--- src/rtl/mme_pkg.sv ---
package mme_pkg;

	localparam int unsigned FUNC_W  = 2;
	localparam int unsigned IDX_W   = 3;
	localparam int unsigned DATA_W  = 16;
	localparam int unsigned PROD_W  = 32;
	localparam int unsigned ACC_W   = 35;
	localparam int unsigned DIM_W   = 4;
	localparam int unsigned CFG_IW  = 2;

	localparam logic [FUNC_W-1:0] FUNC_WR_A    = 2'd0;
	localparam logic [FUNC_W-1:0] FUNC_WR_B    = 2'd1;
	localparam logic [FUNC_W-1:0] FUNC_COMPUTE = 2'd2;

	localparam logic [CFG_IW-1:0] REG_ROWS_A    = 2'd0;
	localparam logic [CFG_IW-1:0] REG_INNER_DIM = 2'd1;
	localparam logic [CFG_IW-1:0] REG_COLS_B    = 2'd2;

	localparam logic [DIM_W-1:0] DIM_RESET = 4'd8;

	typedef enum logic [1:0] {
		ST_IDLE,
		ST_ISSUE,
		ST_DRAIN
	} state_t;

	// Control that travels with each multiply-accumulate step.
	typedef struct packed {
		logic             first_k;
		logic             last_k;
		logic             last_elem;
		logic [IDX_W-1:0] row;
		logic [IDX_W-1:0] col;
	} tag_t;

endpackage

--- src/rtl/mme_mac.sv ---
module mme_mac (
	input  logic                               clk,
	input  logic                               arst_n,
	input  logic                               step_valid,
	input  mme_pkg::tag_t                      step_tag,
	input  logic signed [mme_pkg::DATA_W-1:0]  a_data,
	input  logic signed [mme_pkg::DATA_W-1:0]  b_data,
	output logic                               res_valid,
	output mme_pkg::tag_t                      res_tag,
	output logic signed [mme_pkg::ACC_W-1:0]   res_value
);
	import mme_pkg::*;

	logic                      valid_s2;
	tag_t                      tag_s2;
	logic signed [PROD_W-1:0]  prod_s2;
	logic signed [ACC_W-1:0]   acc_q;
	logic signed [ACC_W-1:0]   prod_ext;
	logic signed [ACC_W-1:0]   sum;

	always_ff @(posedge clk or negedge arst_n) begin
		if (!arst_n) begin
			valid_s2 <= 1'b0;
		end else begin
			valid_s2 <= step_valid;
		end
	end

	always_ff @(posedge clk) begin
		tag_s2  <= step_tag;
		prod_s2 <= a_data * b_data;
	end

	assign prod_ext = ACC_W'(prod_s2);
	assign sum      = tag_s2.first_k ? prod_ext : acc_q + prod_ext;

	always_ff @(posedge clk or negedge arst_n) begin
		if (!arst_n) begin
			acc_q <= '0;
		end else if (valid_s2) begin
			acc_q <= sum;
		end
	end

	assign res_valid = valid_s2;
	assign res_tag   = tag_s2;
	assign res_value = sum;

endmodule

--- src/rtl/matrix_multiply_engine.sv ---
// Channel   Direction  Signals                                     Transaction
// in        sink       in_valid/in_ready, func row col value      one element write or compute
// out       source     out_valid/out_ready, out_row out_col       one result element or error
//                      out_value status last
// cfg       sink       cfg_we, cfg_index, cfg_data                 one register write, no wait
//
// A write out of bounds also loads the output register. A compute item holds intake for the
// rows_a * cols_b elements of the clamped dimensions: one multiplier and one read port per
// store serve the inner_dim steps of an element, then the read register and the product
// register drain before the sum is registered.
// Intake is closed for the compute run and while a result waits in the output register, and
// an element's first step waits for that register too. Reset clears control and valid bits.
module matrix_multiply_engine #(
	parameter int unsigned MAX_DIM = 8
) (
	input  logic                                  clk,
	input  logic                                  arst_n,
	input  logic                                  in_valid,
	output logic                                  in_ready,
	input  logic [mme_pkg::FUNC_W-1:0]            func,
	input  logic [mme_pkg::IDX_W-1:0]             row,
	input  logic [mme_pkg::IDX_W-1:0]             col,
	input  logic signed [mme_pkg::DATA_W-1:0]     value,
	output logic                                  out_valid,
	input  logic                                  out_ready,
	output logic [mme_pkg::IDX_W-1:0]             out_row,
	output logic [mme_pkg::IDX_W-1:0]             out_col,
	output logic signed [mme_pkg::ACC_W-1:0]      out_value,
	output logic                                  status,
	output logic                                  last,
	input  logic                                  cfg_we,
	input  logic [mme_pkg::CFG_IW-1:0]            cfg_index,
	input  logic [mme_pkg::DIM_W-1:0]             cfg_data
);
	import mme_pkg::*;

	localparam int unsigned DEPTH = MAX_DIM * MAX_DIM;
	localparam int unsigned AW    = (DEPTH > 1) ? $clog2(DEPTH) : 1;

	state_t state_q, state_d;

	logic [DIM_W-1:0] rows_a_q, inner_dim_q, cols_b_q;
	logic [DIM_W-1:0] m_eff, k_eff, n_eff;

	logic [IDX_W-1:0] i_q, j_q, k_q;

	logic signed [DATA_W-1:0] a_mem [DEPTH];
	logic signed [DATA_W-1:0] b_mem [DEPTH];
	logic [DEPTH-1:0]         a_valid_q, b_valid_q;

	logic                     in_acc, out_free, issue_valid, last_k, last_elem, done_elem;
	logic                     wr_a, wr_b, wr_err;
	logic [DIM_W-1:0]         rlim, clim;
	logic [6:0]               wr_addr7, a_addr7, b_addr7;
	logic [AW-1:0]            wr_addr, a_addr, b_addr;

	logic                     step_valid_s1;
	tag_t                     step_tag_s1, issue_tag;
	logic signed [DATA_W-1:0] a_rd_s1, b_rd_s1, a_op, b_op;
	logic                     a_vld_s1, b_vld_s1;

	logic                     res_valid;
	tag_t                     res_tag;
	logic signed [ACC_W-1:0]  res_value;

	logic                     out_valid_q, status_q, last_q;
	logic [IDX_W-1:0]         out_row_q, out_col_q;
	logic signed [ACC_W-1:0]  out_value_q;

	function automatic logic [DIM_W-1:0] clamp_dim(input logic [DIM_W-1:0] d);
		if (d == '0) begin
			return DIM_W'(1);
		end else if (d > DIM_W'(MAX_DIM)) begin
			return DIM_W'(MAX_DIM);
		end
		return d;
	endfunction

	assign m_eff = clamp_dim(rows_a_q);
	assign k_eff = clamp_dim(inner_dim_q);
	assign n_eff = clamp_dim(cols_b_q);

	always_ff @(posedge clk or negedge arst_n) begin
		if (!arst_n) begin
			rows_a_q    <= DIM_RESET;
			inner_dim_q <= DIM_RESET;
			cols_b_q    <= DIM_RESET;
		end else if (cfg_we) begin
			unique case (cfg_index)
				REG_ROWS_A:    rows_a_q    <= cfg_data;
				REG_INNER_DIM: inner_dim_q <= cfg_data;
				REG_COLS_B:    cols_b_q    <= cfg_data;
				default:       ;
			endcase
		end
	end

	// Element writes.
	assign out_free = !out_valid_q || out_ready;
	assign in_acc   = in_valid && in_ready;
	assign rlim     = (func == FUNC_WR_A) ? m_eff : k_eff;
	assign clim     = (func == FUNC_WR_A) ? k_eff : n_eff;
	assign wr_err   = (func == FUNC_WR_A || func == FUNC_WR_B) &&
			  ({1'b0, row} >= rlim || {1'b0, col} >= clim);
	assign wr_a     = in_acc && func == FUNC_WR_A && !wr_err;
	assign wr_b     = in_acc && func == FUNC_WR_B && !wr_err;
	assign wr_addr7 = 7'(row) * 7'(MAX_DIM) + 7'(col);
	assign wr_addr  = wr_addr7[AW-1:0];

	// Read addresses for the current step: A[i][k] and B[k][j].
	assign a_addr7 = 7'(i_q) * 7'(MAX_DIM) + 7'(k_q);
	assign b_addr7 = 7'(k_q) * 7'(MAX_DIM) + 7'(j_q);
	assign a_addr  = a_addr7[AW-1:0];
	assign b_addr  = b_addr7[AW-1:0];

	always_ff @(posedge clk) begin
		if (wr_a) begin
			a_mem[wr_addr] <= value;
		end
		if (wr_b) begin
			b_mem[wr_addr] <= value;
		end
		a_rd_s1 <= a_mem[a_addr];
		b_rd_s1 <= b_mem[b_addr];
	end

	always_ff @(posedge clk or negedge arst_n) begin
		if (!arst_n) begin
			a_valid_q <= '0;
			b_valid_q <= '0;
			a_vld_s1  <= 1'b0;
			b_vld_s1  <= 1'b0;
		end else begin
			if (wr_a) begin
				a_valid_q[wr_addr] <= 1'b1;
			end
			if (wr_b) begin
				b_valid_q[wr_addr] <= 1'b1;
			end
			a_vld_s1 <= a_valid_q[a_addr];
			b_vld_s1 <= b_valid_q[b_addr];
		end
	end

	// An entry never written reads as zero.
	assign a_op = a_vld_s1 ? a_rd_s1 : '0;
	assign b_op = b_vld_s1 ? b_rd_s1 : '0;

	// Sequencer.
	assign last_k    = ({1'b0, k_q} + DIM_W'(1)) == k_eff;
	assign last_elem = ({1'b0, i_q} + DIM_W'(1)) == m_eff &&
			   ({1'b0, j_q} + DIM_W'(1)) == n_eff;
	assign done_elem = res_valid && res_tag.last_k;

	always_comb begin
		state_d = state_q;
		unique case (state_q)
			ST_IDLE: begin
				if (in_acc && func == FUNC_COMPUTE) begin
					state_d = ST_ISSUE;
				end
			end
			ST_ISSUE: begin
				if (issue_valid && last_k) begin
					state_d = ST_DRAIN;
				end
			end
			ST_DRAIN: begin
				if (done_elem) begin
					state_d = last_elem ? ST_IDLE : ST_ISSUE;
				end
			end
			default: state_d = ST_IDLE;
		endcase
	end

	// A new element starts only once the output register is free, so its
	// result can never overwrite one still waiting.
	always_comb begin
		in_ready    = 1'b0;
		issue_valid = 1'b0;
		unique case (state_q)
			ST_IDLE:  in_ready    = out_free;
			ST_ISSUE: issue_valid = (k_q != '0) || out_free;
			ST_DRAIN: ;
			default:  ;
		endcase
	end

	assign issue_tag.first_k   = (k_q == '0);
	assign issue_tag.last_k    = last_k;
	assign issue_tag.last_elem = last_elem;
	assign issue_tag.row       = i_q;
	assign issue_tag.col       = j_q;

	always_ff @(posedge clk or negedge arst_n) begin
		if (!arst_n) begin
			state_q       <= ST_IDLE;
			i_q           <= '0;
			j_q           <= '0;
			k_q           <= '0;
			step_valid_s1 <= 1'b0;
		end else begin
			state_q       <= state_d;
			step_valid_s1 <= issue_valid;
			if (state_q == ST_IDLE) begin
				i_q <= '0;
				j_q <= '0;
				k_q <= '0;
			end else if (issue_valid) begin
				k_q <= last_k ? '0 : k_q + IDX_W'(1);
			end else if (state_q == ST_DRAIN && done_elem && !last_elem) begin
				if (({1'b0, j_q} + DIM_W'(1)) == n_eff) begin
					j_q <= '0;
					i_q <= i_q + IDX_W'(1);
				end else begin
					j_q <= j_q + IDX_W'(1);
				end
			end
		end
	end

	always_ff @(posedge clk) begin
		step_tag_s1 <= issue_tag;
	end

	mme_mac u_mac (
		.clk        (clk),
		.arst_n     (arst_n),
		.step_valid (step_valid_s1),
		.step_tag   (step_tag_s1),
		.a_data     (a_op),
		.b_data     (b_op),
		.res_valid  (res_valid),
		.res_tag    (res_tag),
		.res_value  (res_value)
	);

	// Output register.
	always_ff @(posedge clk or negedge arst_n) begin
		if (!arst_n) begin
			out_valid_q <= 1'b0;
		end else if (done_elem || (in_acc && wr_err)) begin
			out_valid_q <= 1'b1;
		end else if (out_ready) begin
			out_valid_q <= 1'b0;
		end
	end

	always_ff @(posedge clk) begin
		if (done_elem) begin
			out_row_q   <= res_tag.row;
			out_col_q   <= res_tag.col;
			out_value_q <= res_value;
			status_q    <= 1'b0;
			last_q      <= res_tag.last_elem;
		end else if (in_acc && wr_err) begin
			out_row_q   <= row;
			out_col_q   <= col;
			out_value_q <= '0;
			status_q    <= 1'b1;
			last_q      <= 1'b0;
		end
	end

	assign out_valid = out_valid_q;
	assign out_row   = out_row_q;
	assign out_col   = out_col_q;
	assign out_value = out_value_q;
	assign status    = status_q;
	assign last      = last_q;

`ifndef SYNTHESIS
	a_no_overwrite: assert property (@(posedge clk) disable iff (!arst_n)
		done_elem |-> (!out_valid_q || out_ready))
		else $error("result element arrived while the output register was held");

	a_compute_closes_intake: assert property (@(posedge clk) disable iff (!arst_n)
		(in_acc && func == FUNC_COMPUTE) |=> !in_ready)
		else $error("intake stayed open after a compute transaction");

	a_error_result_form: assert property (@(posedge clk) disable iff (!arst_n)
		(out_valid && status) |-> (!last && out_value == '0))
		else $error("error result carries a value or a last mark");

	a_issue_only_when_busy: assert property (@(posedge clk) disable iff (!arst_n)
		issue_valid |-> !in_ready)
		else $error("step issued while intake was open");
`endif

endmodule

--- config.mk ---
export PLATFORM = sky130hd
export DESIGN_NAME = matrix_multiply_engine
export DESIGN_NICKNAME = d
export VERILOG_FILES = /design/src/rtl/mme_pkg.sv /design/src/rtl/mme_mac.sv /design/src/rtl/matrix_multiply_engine.sv
export SDC_FILE = /design/constraint.sdc
export NUM_CORES = 2
export LEC_CHECK = 0
export BUFFER_PORTS_ARGS = -buffer_cell sky130_fd_sc_hd__buf_2
export CAP_MARGIN = 25
export CORE_ASPECT_RATIO = 1.75
export CORE_UTILIZATION = 63
export DETAILED_ROUTE_END_ITERATION = 12
export PLACE_DENSITY = 0.79
export SLEW_MARGIN = 5
export SYNTH_ARGS = -nofsm -noshare
export SYNTH_HDL_FRONTEND = slang
export SYNTH_SLANG_ARGS = --single-unit
--- constraint.sdc ---
create_clock -name clk -period 7.1 [get_ports clk]
set_input_delay 0 -clock clk [delete_from_list [all_inputs] [get_ports clk]]
set_output_delay 0 -clock clk [all_outputs]
set_load 0.01 [all_outputs]
After elaboration in Yosys (flattened, before gate mapping)

Memory sizes are Yosys's and may differ from the RTL's. A register that Yosys moved wholly into a read port is not among the register bits.
Cells that the tools add are included.

Add/sub/neg operators: 10
Multiply operators: 1
Div/mod/pow operators: 0
$lt $le $gt $ge: 9
Eq/ne operators: 13
Shift operators: 0
Mux-type cells: 58
Bitwise logic cells: 2
Reductions and logical operators: 41

Operators with widths:

| cell                                                               | count |
|---|---|
| bitwise OR 64 bit                                                  | 2 |
| 2-to-1 mux 35 bit                                                  | 3 |
| 2-to-1 mux 3 bit                                                   | 15 |
| 2-to-1 mux 4 bit                                                   | 11 |
| adder 35 x 32 -> 35 bit                                            | 1 |
| multiplier 16 x 16 -> 32 bit                                       | 1 |
| 2-to-1 mux 16 bit                                                  | 2 |
| less-than comparator 6 x 7 -> 1 bit (second input constant)        | 3 |
| 2-to-1 mux 1 bit                                                   | 20 |
| adder 6 x 3 -> 6 bit                                               | 3 |
| logical AND 1 bit                                                  | 14 |
| adder 3 x 1 -> 4 bit (second input constant)                       | 3 |
| binary-select mux 1 bit (select 6 bit)                             | 2 |
| == test 4 bit                                                      | 3 |
| > comparator 4 bit (second input constant)                         | 3 |
| logical NOT 4 bit                                                  | 3 |
| nonzero test 2 bit                                                 | 5 |
| adder 3 x 1 -> 3 bit (second input constant)                       | 3 |
| greater-or-equal comparator 3 x 4 -> 1 bit                         | 2 |
| AND reduction 2 bit                                                | 4 |
| demux 1 bit (select 6 bit)                                         | 1 |
| == test 2 x 1 -> 1 bit (second input constant)                     | 3 |
| == test 2 bit (second input constant)                              | 3 |
| greater-or-equal comparator 6 x 1 -> 1 bit (second input constant) | 1 |
| 10 further kinds                                                   | 23 |

Flip-flop bits (word level): 284
Latch bits: 0
Memory bits (writable): 2048
Memory bits (read-only): 0
Output and inout port bits: 45
Logic and storage cells: 167
Memories: 2

Memories:

| memory | words | width | read ports | clocked after memory_dff | write ports | RTL line                     | text |
|---|---|---|---|---|---|---|---|
| a_mem  | 64    | 16    | 1          | 1                        | 1           | matrix_multiply_engine.sv:47 | `logic signed [DATA_W-1:0] a_mem [DEPTH];` |
| b_mem  | 64    | 16    | 1          | 1                        | 1           | matrix_multiply_engine.sv:48 | `logic signed [DATA_W-1:0] b_mem [DEPTH];` |

Depth between registers and ports, before layout

Depth in word-level cells: 12
Mapped depth: 26
Mapped depth without buffers: 24

Modules after synthesis

From an unflattened synthesis, not the netlist that was laid out.

Cell total of the unflattened synthesis: 5606
Area total of the unflattened synthesis: 102988.8 µm²

Modules (own cells, without submodules):

| module                 | times used | cells an instance | area each (µm²) | sequential area each (µm²) |
|---|---|---|---|---|
| matrix_multiply_engine | 1          | 4043              | 88657.5         | 67483.5 |
| mme_mac                | 1          | 1563              | 14331.2         | 1721.7 |

Least setup slack after synthesis

Ideal clock, no wire load.

Path kind: flip-flop to flip-flop
Start: reg a_vld_s1
End: reg u_mac.prod_s2[30]
Arrival time: 6.141 ns
Path slack: 0.835 ns
Cell stages (with the launch flop): 23
Period minus slack after synthesis: 6.265 ns
Cells stage by stage: dfrtp_1 > clkbuf_1 > and2_1 > clkbuf_1 > nand2_1 > fa_1 > fa_1 > inv_1 > fa_1 > inv_1 > fa_1 > fa_1 > fa_1 > inv_1 > ha_1 > a21o_1 > a21o_1 > a21o_1 > a311o_1 > a311o_1 > a221oi_1 > a21oi_1 > xor2_1

Word-level cells in the longest chain between the ends: 2

RTL lines:

| item                         | RTL line                      | text |
|---|---|---|
| start: declaration           | matrix_multiply_engine.sv:60  | `logic a_vld_s1, b_vld_s1;` |
| start signal: assignment     | matrix_multiply_engine.sv:140 | `a_vld_s1 <= a_valid_q[a_addr];` |
| 2-to-1 mux 16 bit            | matrix_multiply_engine.sv:146 | `assign a_op = a_vld_s1 ? a_rd_s1 : '0;` |
| multiplier 16 x 16 -> 32 bit | mme_mac.sv:31                 | `prod_s2 <= a_data * b_data;` |
| end signal: assignment       | mme_mac.sv:31                 |  |
| end: declaration             | mme_mac.sv:16                 | `logic signed [PROD_W-1:0] prod_s2;` |

No other way between the ends.
A chain may end at the register's enable or synchronous reset.

Final worst setup path

Start: reg a_vld_s1
End: reg u_mac.prod_s2[31]

Same word-level chain as after synthesis.

==> flow_summary.json <==
{
  "clock_latency_ns": 0.87,
  "vdd_ir_drop_max_mv": 0.3069,
  "place_inst": 7408,
  "worst_pin_slew_ns": 1.241,
  "syn_to_final_growth_pct": 10.70,
  "syn_inst": 5323,
  "drt-initial-drc-count": 5690,
  "drc": 0,
  "cp-start-kind": "register",
  "rows": 194,
  "hold_violations": 0,
  "cp_max_fo": 22,
  "yosys_warnings": 0,
  "synth_edf_count": 2090,
  "cts_buffer_depth": 4,
  "synth.avg_cell_area_um2": 19.05,
  "async_flop_share_pct": 8.080,
  "grt_pass1_vias": 55678,
  "r2r_end": "u_mac.prod_s2[31]",
  "core-area_um2": 159700,
  "grt_pass1_wl_um": 378700,
  "timing.rr.start": "a_vld_s1",
  "pre_cts_slack_ns": 0.03325,
  "r2r_cells": 21,
  "report.final.slew_viol_count": 0,
  "ys_ff_latch": 2364,
  "fmax_mhz": 147.7,
  "fin_skew_ns": 0.05630,
  "multi_input_area_um2": 29870,
  "ys_seq_area_share_pct": 68.24,
  "grt_usage_pct": 32.83,
  "r2r_slack_ns": 0.33,
  "yosysTopAreaCell": "edfxtp_1",
  "vias": 52061,
  "post-route-period-util_pct": 95.38,
  "start_util_pct": 63.49,
  "syn_nets": 5747,
  "cts_max_level": 4,
  "drive_gt1_share_pct": 23.70,
  "crit_type": "reg -> reg",
  "synthTopCellsByArea": "edfxtp_1, mux4_2, fa_1, dfrtp_1, dfxtp_1",
  "antenna_found_initial": 11,
  "path_clk_slew_ns": 0.07,
  "postLayoutCoreUtil_pct": 70.28,
  "final.setup.tns_ns": 0,
  "end_kind": "register",
  "wl_per_cell_um": 33.28,
  "final_net_count": 6029,
  "synth_top_area_share_pct": 61.89,
  "ys_top_cells_by_count": "edfxtp_1, mux4_2, nor2_1",
  "dieWidth_um": 305.3,
  "hp-start": "in_valid",
  "drt_first_pass_iters": 6,
  "io_pins": 80,
  "setup_viol": 0,
  "gr-total-overflow": 0,
  "synth_most_common_cell": "edfxtp_1",
  "setup_slack_ns": 0.3280,
  "cp.required_ns": 7.85,
  "finalCriticalPeriod_ns": 6.772,
  "place.gp.congestion": 0.9420,
  "instances_no_fill": 7833,
  "route.final.wire_length_um": 260700,
  "hold_class": "in -> reg",
  "clock_sinks": 2364,
  "p_leak_nw": 38.26,
  "maxSlewHeadroom_pct": 17.24,
  "port_buffers": 79,
  "power_density_nw_per_um2": 304.2,
  "fill_cells": 9508,
  "ant_nets": 0,
  "whs_path_depth": 4,
  "root_buffer": "clkbuf_16",
  "status": "finished clean",
  "die_area_um2": 162600,
  "maxCapViolations": 0,
  "vias_per_cell": 6.646,
  "cts_buffers": 202,
  "cts_tree": "done",
  "dieHeight_um": 532.7,
  "holdPathEnd": "out_col[1]",
  "syn_area_um2": 101400,
  "postCtsSetupRepairBufs": 0,
  "grt_max_degree": 145,
  "ys.flop_type": "edfxtp_1",
  "regArea_um2": 69240,
  "worstPathArrival_ns": 7.52,
  "grt_setup_unrepaired": "false",
  "dp_hpwl_um": 163300,
  "yosysUniqueCellTypes": 83
}
==> power breakdown <==
part | internal (mW) | total (mW) | switching [mW]
Sequential | 15.5 | 16.0 | 0.488
Clock | 6.19 | 11.2 | 5.00
Combinational | 3.16 | 6.94 | 3.78
==> area by class of cell <==
| type | count | area share [%] |
|---|---|---|
| diodes | 8 | 0.01783 |
| clock buffers | 265 | 4.931 |
| clock inverters | 101 | 0.9207 |
| inverters | 323 | 1.082 |
| multi-input cells | 2364 | 26.61 |
| flip-flops and latches | 2364 | 61.68 |
| well taps | 2058 | 2.294 |
| repair buffers | 350 | 2.473 |
==> state kept, by name, indices dropped and copies added, names as in the netlist, 4 cells and up <==
signal / cells
a_mem: 1024
b_mem: 1024
a_valid_q: 64
b_valid_q: 64
out_value: 35
u_mac.acc_q: 35
u_mac.prod_s2: 32
a_rd_s1: 16
b_rd_s1: 16
step_tag_s1: 9
u_mac.res_tag: 9
cols_b_q: 4
inner_dim_q: 4
rows_a_q: 4
==> layer usage <==
| metal | wire (um) | GRT usage (%) |
|---|---|---|
| met5 | 58 | 0 |
| met4 | 22350 | 23.88 |
| met3 | 17150 | 4.709 |
| met2 | 139900 | 58.74 |
| met1 | 81250 | 35.40 |
==> worst max-delay path by stage <==
stage / startpoint / end / slack (ns) / cells past startpoint
after global placement: b_vld_s1 / u_mac.prod_s2[31] / 0.16 / 21
after global routing: b_vld_s1 / u_mac.prod_s2[31] / 0.01 / 23
final: a_vld_s1 / u_mac.prod_s2[31] / 0.33 / 21
after CTS: b_vld_s1 / u_mac.prod_s2[31] / 0.13 / 22
after floorplan: a_vld_s1 / u_mac.prod_s2[30] / 0.84 / 22
after detailed placement: b_vld_s1 / u_mac.prod_s2[31] / 0.03 / 21
==> repair_timing <==
item | in CTS | in global routing
setup endpoints to repair | 1 | 7
hold endpoints to repair | 1185 | 0
resized for setup | 1 | 4
hold buffers | 47 | 0
==> logic make-up (layout without fill, tap and decap cells) <==
family / after synthesis / after routing / share of synthesized area (%)
compound gates: 403 / 403 / 2.703
xor+xnor: 64 / 64 / 0.5663
fa+ha+maj: 389 / 389 / 6.747
buf+inv: 595 / 1039 / 2.358
flops: 2364 / 2364 / 68.24
mux: 742 / 742 / 16.15
other cells: 0 / 8 / 0
simple gates: 766 / 766 / 3.231
==> stage by stage <==
step	area [um^2]	hold slack [ns]	power [mW]
2_1_floorplan	101400	-0.2956	20.78
3_3_place_gp	105100	0.07338	22.99
3_5_place_dp	105100	0.07628	23.11
4_1_cts	112100	0.01991	34.23
5_1_grt	112200	0.09994	35.00
6_report	112300	0.05857	34.14
==> cell usage in the layout (no fill, tap or decap), types with 142 or more instances in the layout <==
cell          n
inv_1       322
nor2_1      368
nand2_1     208
dfrtp_1     179
o21bai_1    142
buf_4       227
edfxtp_1   2090
clkbuf_16   205
mux4_2      714
fa_1        262
==> critical path, cell delays in order, from the launching register on <==
cell,delay [ns]
dfrtp_1,0.38
buf_4,0.25
and2_1,0.47
nand2_1,0.16
fa_1,0.57
fa_1,0.49
fa_1,0.54
inv_1,0.05
fa_1,0.46
fa_1,0.54
inv_1,0.06
fa_1,0.48
inv_1,0.04
ha_1,0.35
and2_1,0.17
o21ai_0,0.36
o31ai_4,0.23
a221oi_1,0.45
a21oi_1,0.15
o21a_1,0.20
nor2_1,0.11
xnor2_1,0.13
Note: power is estimated with default switching activity, not from simulation.
